<file path="config.mk">
export PLATFORM = sky130hd
export DESIGN_NAME = encoder_velocity_estimator
export DESIGN_NICKNAME = d
export VERILOG_FILES = /design/src/rtl/eve_pkg.sv /design/src/rtl/encoder_velocity_estimator.sv
export SDC_FILE = /design/constraint.sdc
export NUM_CORES = 2
export LEC_CHECK = 0
export ABC_CLOCK_PERIOD_IN_PS = 9600
export BUFFER_PORTS_ARGS = -buffer_cell sky130_fd_sc_hd__buf_2
export CORE_MARGIN = 8
export CORE_UTILIZATION = 56
export DETAILED_ROUTE_END_ITERATION = 7
export PLACE_DENSITY = 0.8
export SETUP_SLACK_MARGIN = 0.02
export SYNTH_ARGS = -nofsm -noshare
export SYNTH_HDL_FRONTEND = slang
export SYNTH_SLANG_ARGS = --single-unit
export TNS_END_PERCENT = 1
</file>
<file path="constraint.sdc">
create_clock -name i_clk -period 9.6 [get_ports i_clk]
set_input_delay 2.88 -clock i_clk [delete_from_list [all_inputs] [get_ports i_clk]]
set_output_delay 2.88 -clock i_clk [all_outputs]
set_load 0.01 [all_outputs]
</file>
<file path="src/rtl/eve_pkg.sv">
// ----------------------------------------------------------------------------
// Encoder velocity estimator package
// Shared types, register indexes and constants for the velocity estimator.
// ----------------------------------------------------------------------------
`default_nettype none

package eve_pkg;

    localparam int CH_W             = 5;
    localparam int DATA_W           = 32;
    localparam int GAIN_W           = 10;
    localparam int MASK_W           = 18;
    localparam int CFG_IDX_W        = 8;
    localparam int DEF_NUM_CHANNELS = 18;

    localparam logic [GAIN_W-1:0] RESET_RATE_GAIN   = 10'd50;
    localparam logic [MASK_W-1:0] RESET_INVERT_MASK = 18'd173376;

    localparam logic [CFG_IDX_W-1:0] CFG_RATE_GAIN   = 8'd0;
    localparam logic [CFG_IDX_W-1:0] CFG_INVERT_MASK = 8'd1;

    // Reciprocal of ten for 32-bit unsigned operands: q = (a * RECIP_TEN) >> RECIP_SHIFT.
    localparam logic [31:0] RECIP_TEN   = 32'hCCCC_CCCD;
    localparam int          RECIP_SHIFT = 35;

    typedef struct packed {
        logic [CH_W-1:0]          channel;
        logic signed [DATA_W-1:0] count;
    } t_in_item;

    typedef struct packed {
        logic [CH_W-1:0]          channel_out;
        logic signed [DATA_W-1:0] velocity;
    } t_out_item;

    typedef struct packed {
        logic [DATA_W-1:0] x1;
        logic [DATA_W-1:0] x2;
        logic [DATA_W-1:0] vel;
    } t_entry;

    typedef struct packed {
        logic              ok;
        logic [CH_W-1:0]   ch;
        logic [DATA_W-1:0] x0;
        logic [DATA_W-1:0] x1;
    } t_tag;

endpackage

`default_nettype wire

</file>
<file path="src/rtl/encoder_velocity_estimator.sv">
// A request passes through stage registers s1 to s5 and then the output register.
// Throughput: one request per cycle while the output is not stalled, unless its channel
// matches an in-range request still held in s1 to s5. Such a request waits for the
// earlier one's memory write-back, which happens as that one leaves s5.
// Reset is synchronous; per-channel valid bits make history and velocity read as zero
// immediately, so no clearing pass is needed.
// ----------------------------------------------------------------------------
// Encoder velocity estimator
// Three-point backward difference velocity with a 9/10 first-order filter,
// per-channel state held in one synchronous memory.
// ----------------------------------------------------------------------------
`default_nettype none

module encoder_velocity_estimator #(
    parameter int NUM_CHANNELS = eve_pkg::DEF_NUM_CHANNELS
) (
    input  wire logic                          i_clk,
    input  wire logic                          i_rst_n,
    input  wire logic                          i_in_valid,
    output logic                               o_in_ready,
    input  wire eve_pkg::t_in_item             i_in_data,
    output logic                               o_out_valid,
    input  wire logic                          i_out_ready,
    output eve_pkg::t_out_item                 o_out_data,
    input  wire logic                          i_cfg_valid,
    output logic                               o_cfg_ready,
    input  wire logic [eve_pkg::CFG_IDX_W-1:0] i_cfg_index,
    input  wire logic [31:0]                   i_cfg_data
);
    import eve_pkg::*;

    localparam int AW = (NUM_CHANNELS > 1) ? $clog2(NUM_CHANNELS) : 1;

    t_entry            mem [NUM_CHANNELS];
    logic [NUM_CHANNELS-1:0] r_vld;

    logic [GAIN_W-1:0] r_gain;
    logic [MASK_W-1:0] r_invert;

    logic              r_s1_v, r_s2_v, r_s3_v, r_s4_v, r_s5_v, r_out_v;
    t_tag              r_s1_tag, r_s2_tag, r_s3_tag, r_s4_tag, r_s5_tag;
    t_entry            r_rd;
    logic              r_rd_ok;

    logic signed [34:0] r_s2_d;
    logic [31:0]        r_s2_a;
    logic               r_s2_neg;

    logic [63:0]        r_s3_prod;
    logic signed [45:0] r_s3_m;
    logic [31:0]        r_s3_a;
    logic               r_s3_neg;

    logic [31:0]        r_s4_q;
    logic               r_s4_ne;
    logic [31:0]        r_s4_a;
    logic               r_s4_neg;
    logic signed [45:0] r_s4_m;

    logic signed [32:0] r_s5_f;
    logic signed [45:0] r_s5_m;

    t_out_item          r_out;

    logic rdy_out, rdy5, rdy4, rdy3, rdy2, rdy1;
    logic in_ok, in_inv, hazard, in_acc, wr_en;
    logic [AW+CH_W-1:0] in_ext, wr_ext;
    logic [AW-1:0]      in_addr, wr_addr;
    logic [MASK_W-1:0]  inv_sh;
    logic [31:0]        in_x0;

    logic [31:0]        s1_x1, s1_x2, s1_vp;
    logic signed [34:0] e0, e1, e2, s1_d;
    logic [31:0]        s1_a;

    logic [28:0]        s3_q;
    logic [31:0]        s3_tenq;
    logic [31:0]        s4_fmag;
    logic signed [32:0] s4_f;
    logic signed [46:0] s5_sum;
    logic [31:0]        s5_sat;

    assign rdy_out = !r_out_v || i_out_ready;
    assign rdy5    = !r_s5_v || rdy_out;
    assign rdy4    = !r_s4_v || rdy5;
    assign rdy3    = !r_s3_v || rdy4;
    assign rdy2    = !r_s2_v || rdy3;
    assign rdy1    = !r_s1_v || rdy2;

    assign in_ok   = {2'b00, i_in_data.channel} < 7'(NUM_CHANNELS);
    assign in_ext  = {{AW{1'b0}}, i_in_data.channel};
    assign in_addr = in_ext[AW-1:0];
    assign inv_sh  = r_invert >> i_in_data.channel;
    assign in_inv  = inv_sh[0];
    assign in_x0   = in_inv ? (32'd0 - i_in_data.count) : i_in_data.count;

    assign hazard = in_ok && (
        (r_s1_v && r_s1_tag.ok && r_s1_tag.ch == i_in_data.channel) ||
        (r_s2_v && r_s2_tag.ok && r_s2_tag.ch == i_in_data.channel) ||
        (r_s3_v && r_s3_tag.ok && r_s3_tag.ch == i_in_data.channel) ||
        (r_s4_v && r_s4_tag.ok && r_s4_tag.ch == i_in_data.channel) ||
        (r_s5_v && r_s5_tag.ok && r_s5_tag.ch == i_in_data.channel));

    assign o_in_ready  = rdy1 && !hazard;
    assign in_acc      = i_in_valid && o_in_ready;
    assign o_cfg_ready = 1'b1;
    assign o_out_valid = r_out_v;
    assign o_out_data  = r_out;

    assign wr_ext  = {{AW{1'b0}}, r_s5_tag.ch};
    assign wr_addr = wr_ext[AW-1:0];
    assign wr_en   = rdy_out && r_s5_v && r_s5_tag.ok;

    always_comb begin
        s1_x1 = r_rd_ok ? r_rd.x1 : 32'd0;
        s1_x2 = r_rd_ok ? r_rd.x2 : 32'd0;
        s1_vp = r_rd_ok ? r_rd.vel : 32'd0;
        e0    = 35'($signed(r_s1_tag.x0));
        e1    = 35'($signed(s1_x1));
        e2    = 35'($signed(s1_x2));
        s1_d  = (e0 <<< 1) + e0 - (e1 <<< 2) + e2;
        s1_a  = s1_vp[31] ? (32'd0 - s1_vp) : s1_vp;
    end

    always_comb begin
        s3_q    = r_s3_prod[63:RECIP_SHIFT];
        s3_tenq = 32'({s3_q, 3'b000}) + 32'({s3_q, 1'b0});
        s4_fmag = r_s4_a - r_s4_q - 32'(r_s4_ne);
        s4_f    = r_s4_neg ? -$signed({1'b0, s4_fmag}) : $signed({1'b0, s4_fmag});
        s5_sum  = 47'(r_s5_f) + 47'(r_s5_m);
        if (s5_sum > 47'sh7FFF_FFFF) begin
            s5_sat = 32'h7FFF_FFFF;
        end else if (s5_sum < -47'sh8000_0000) begin
            s5_sat = 32'h8000_0000;
        end else begin
            s5_sat = s5_sum[31:0];
        end
    end

    always_ff @(posedge i_clk) begin
        if (!i_rst_n) begin
            r_gain   <= RESET_RATE_GAIN;
            r_invert <= RESET_INVERT_MASK;
        end else if (i_cfg_valid) begin
            case (i_cfg_index)
                CFG_RATE_GAIN: begin
                    r_gain <= i_cfg_data[GAIN_W-1:0];
                end
                CFG_INVERT_MASK: begin
                    r_invert <= i_cfg_data[MASK_W-1:0];
                end
                default: begin
                end
            endcase
        end
    end

    always_ff @(posedge i_clk) begin
        if (!i_rst_n) begin
            r_s1_v  <= 1'b0;
            r_s2_v  <= 1'b0;
            r_s3_v  <= 1'b0;
            r_s4_v  <= 1'b0;
            r_s5_v  <= 1'b0;
            r_out_v <= 1'b0;
            r_vld   <= '0;
        end else begin
            if (rdy1) begin
                r_s1_v <= in_acc;
            end
            if (rdy2) begin
                r_s2_v <= r_s1_v;
            end
            if (rdy3) begin
                r_s3_v <= r_s2_v;
            end
            if (rdy4) begin
                r_s4_v <= r_s3_v;
            end
            if (rdy5) begin
                r_s5_v <= r_s4_v;
            end
            if (rdy_out) begin
                r_out_v <= r_s5_v;
            end
            if (wr_en) begin
                r_vld[wr_addr] <= 1'b1;
            end
        end
    end

    always_ff @(posedge i_clk) begin
        if (in_acc) begin
            r_rd    <= mem[in_addr];
            r_rd_ok <= in_ok && r_vld[in_addr];
        end
    end

    always_ff @(posedge i_clk) begin
        if (wr_en) begin
            mem[wr_addr] <= '{x1: r_s5_tag.x0, x2: r_s5_tag.x1, vel: s5_sat};
        end
    end

    always_ff @(posedge i_clk) begin
        if (rdy1) begin
            r_s1_tag <= '{ok: in_ok, ch: i_in_data.channel, x0: in_x0, x1: 32'd0};
        end
        if (rdy2) begin
            r_s2_tag    <= '{ok: r_s1_tag.ok, ch: r_s1_tag.ch, x0: r_s1_tag.x0, x1: s1_x1};
            r_s2_d      <= s1_d;
            r_s2_a      <= s1_a;
            r_s2_neg    <= s1_vp[31];
        end
        if (rdy3) begin
            r_s3_tag  <= r_s2_tag;
            r_s3_prod <= 64'(r_s2_a) * 64'(RECIP_TEN);
            r_s3_m    <= 46'(r_s2_d) * 46'($signed({1'b0, r_gain}));
            r_s3_a    <= r_s2_a;
            r_s3_neg  <= r_s2_neg;
        end
        if (rdy4) begin
            r_s4_tag <= r_s3_tag;
            r_s4_q   <= 32'(s3_q);
            r_s4_ne  <= (r_s3_a != s3_tenq);
            r_s4_a   <= r_s3_a;
            r_s4_neg <= r_s3_neg;
            r_s4_m   <= r_s3_m;
        end
        if (rdy5) begin
            r_s5_tag <= r_s4_tag;
            r_s5_f   <= s4_f;
            r_s5_m   <= r_s4_m;
        end
        if (rdy_out) begin
            r_out.channel_out <= r_s5_tag.ch;
            r_out.velocity    <= r_s5_tag.ok ? s5_sat : 32'd0;
        end
    end

endmodule

`default_nettype wire

</file>
==> impl_metrics.csv <==
group,metric,value,unit
clocking,cts_root_buf,"clkbuf_16",
logic_synthesis,synthCells,8669,
global_routing,grt_pass1_wl,505,mm
logic_synthesis,syn_area,0.133,mm^2
sta,fin_ws,1250,ps
sta,grt_setup_unrepaired,"false",
sta,setup_violations,0,
drt,routed_via_density,6.17,
clocking,htreeDepth,4,
clocking,cts_buffers,237,
die,dieArea,0.253,mm^2
die,ios,122,
critical_path,critical_path_required,10200,ps
logic_synthesis,synth.top_cell.area_share,0.574,
global_routing,grt_pass1_vias,79291,
critical_path,cp_slowest_cell,"edfxtp_1",
logic_synthesis,yosys_most_used_dff,"edfxtp_1",
drt,drtPass1Iterations,6,
global_routing,grt_remaining_overflow,0,
die,dieWidth,503,um
critical_path,start_kind,"register",
sta,final.setup.tns,0,ps
clocking,cts_setup_buffers,0,
sta,skew,129,ps
logic_synthesis,yosys_warnings,0,
clocking,clock_path_buffers,3,
clocking,clk_pin_slew,60,ps
critical_path,critPathKind,"reg -> reg",
clocking,tritoncts,"done",
logic_synthesis,synthTopCellsByArea,"edfxtp_1 57%, fa_1 11%, mux4_2 6.6%, ha_1 5.8%, inv_1 2.9%",
placement,dpl.hpwl,202,mm
layout,final_util,0.614,
logic_synthesis,ys_top_cells_by_count,"2,544 x edfxtp_1, 1,019 x inv_1, 749 x fa_1",
drt,wirelength,339,mm
die,fp.dieH,503,um
placement,gp_congestion,0.922,
logic_synthesis,yosys.area.top_type,"edfxtp_1",
logic_synthesis,ys_seq_area_frac,0.582,
layout,drive_above_1_share,0.112,
clocking,clock-sinks,2596,
pwr,power_density,333,mW/mm^2
clocking,hold_buffers,0,
layout,instances_no_fill,12145,
status,status,"finished, final reports clean",
drt,antenna_left,0,
sta,fin_hold_ws,377,ps
die,rows,179,
layout,multi_input_area,0.0508,mm^2
clocking,post_cts_resized,0,
critical_path,crit_path_end_kind,"register",
drt,vias,74980,
logic_synthesis,postSynth.asyncResetShare,0,
sta,fin_crit,8350,ps
logic_synthesis,syn_area_per_cell,15.4,um^2
sta,slew_headroom,0.0905,
sta,drv_slew,0,
critical_path,path_max_fanout,6,
pwr,p_leak,0.0560,uW
global_routing,track_usage,0.268,
drt,detail_route.iter0.violations,8471,
placement,dpl.cell_count,11701,
sta,fin_crit_sh,0.870,
logic_synthesis,synth_nets,10118,
placement,numPortBuffers,106,
die,initial_core_util,0.561,
layout,seq_area,0.0774,mm^2
critical_path,critPathMaxStageDelay,710,ps
layout,syn_to_final_growth,9.39,%
flow_run,drv_cap,0,
sta,max_freq,120,MHz
critical_path,crit_top_cell,"fa_1",
die,core,0.237,mm^2
layout,fillers,16473,
layout,nNetsFinal,10222,
logic_synthesis,synth-seq-cells,2596,
logic_synthesis,yosys.cell_types.count,88,
critical_path,crit_family,"adder cells",
drt,wl_per_cell,27.9,um
pwr,peakVddDrop,0.552,mV
critical_path,crit_buf_inv,5,
clocking,clk-insertion-delay-late,930,ps
global_routing,grt_max_degree,139,
global_routing,grt_antenna_before_repair,3,
logic_synthesis,synth_edf_count,2544,
sta,finalHoldViolCount,0,
drt,drc,0,
critical_path,arrival,8960,ps
hold_path,hp-class,"reg -> reg",
sta,worst_slew_pin_slew,1360,ps
placement,dpl_worst_slack,1340,ps
logic_synthesis,yosysMostFrequentCell,"edfxtp_1",
[final timing paths]
path	start	endpoint	slack, ps	cells past startpoint
max reg2reg	r_s2_a[16]$_DFFE_PP_	r_s3_prod[57]$_DFFE_PP_	1250	26
max	r_s2_a[16]$_DFFE_PP_	r_s3_prod[57]$_DFFE_PP_	1250	26
min reg2reg	r_s4_m[16]$_DFFE_PP_	r_s5_m[16]$_DFFE_PP_	380	0
min	r_s4_m[16]$_DFFE_PP_	r_s5_m[16]$_DFFE_PP_	380	0
[registers in the layout, indices dropped and copies added, names as in the netlist, 33 cells and up]
name and cells:
r_s4_m 46, r_s2_tag 70, r_s5_m 46, r_s4_tag 70
r_rd 96, r_s3_tag 70, r_s2_d 35, r_s5_tag 65
r_s3_m 46, r_s5_f 33, o_out_data 37, mem 1728
[per-layer routing]
| layer | vias up | track usage | share of wire |
|---|---|---|---|
| li1 | 31647 | - | - |
| met1 | 38234 | 0.344 | 0.36 |
| met2 | 4230 | 0.456 | 0.50 |
| met3 | 869 | 0.0400 | 0.086 |
| met4 | 0 | 0.120 | 0.052 |
| met5 | - | 0 | 0 |
[metrics by stage]
step / power (uW) / cell area, um^2
global route: 51600 / 146000
CTS: 48500 / 146000
detailed placement: 38600 / 137000
global placement: 38100 / 137000
finish: 48500 / 146000
floorplan: 31900 / 133000
[area by class of cell]
cell class                      instances  area share
Antenna cell                            1   0.0000172
Clock buffer                          269      0.0418
Clock inverter                        174      0.0137
Inverter                             1020      0.0264
Multi-Input combinational cell       4737       0.349
Sequential cell                      2596       0.532
Tap cell                             3167      0.0272
Timing Repair Buffer                  181     0.00983
[cell families after synthesis]
logic type / after synthesis / share of synthesized area
buf+inv: 1336 / 0.0378
mux: 674 / 0.0876
simple gates: 1260 / 0.0471
other cells: 1 / 0.0000282
fa+ha+maj: 1367 / 0.171
compound gates: 1059 / 0.0501
xor+xnor: 376 / 0.0247
flops: 2596 / 0.582
[placed cells by master (no fill, tap or decap), types with 32 or more instances in the layout]
master        n
edfxtp_1   2544
inv_1      1015
fa_1        749
ha_1        618
a21oi_1     393
mux4_2      392
nand2_1     376
mux2i_1     280
and2_1      271
xnor2_1     237
clkbuf_16   237
nor2_1      207
o21ai_0     158
xor2_1      139
a21o_1      133
buf_2       101
nor3_1       86
nand3_1      64
o21a_1       60
nor2b_1      53
clkinv_1     52
dfxtp_1      52
buf_4        52
o22ai_1      51
clkinv_2     48
nand4_1      32
[worst register-to-register path, cell delays in order, from the launching register on]
cell and delay [ps]:
edfxtp_1 710, ha_1 440, inv_1 220, fa_1 550, inv_1 70, fa_1 510, inv_1 50, fa_1 490
inv_1 50, fa_1 580, fa_1 460, fa_1 540, fa_1 420, ha_1 310, a21o_1 180, a21o_1 160
a21oi_1 170, o21ai_0 160, o31ai_1 250, a21oi_1 90, buf_4 230, a41oi_1 540, o21ai_0 270, and2_1 250
o21a_1 180, nor2_1 130, xnor2_1 80
[power breakdown]
part           switching [uW]  total [uW]  internal, uW  leakage, uW
registers                 934       16000         15100       0.0249
logic                   13800       22800          8990       0.0272
clock network            4310        9740          5430      0.00390
total                   19000       48500         29500       0.0560
(Power assumes the default switching activity.)
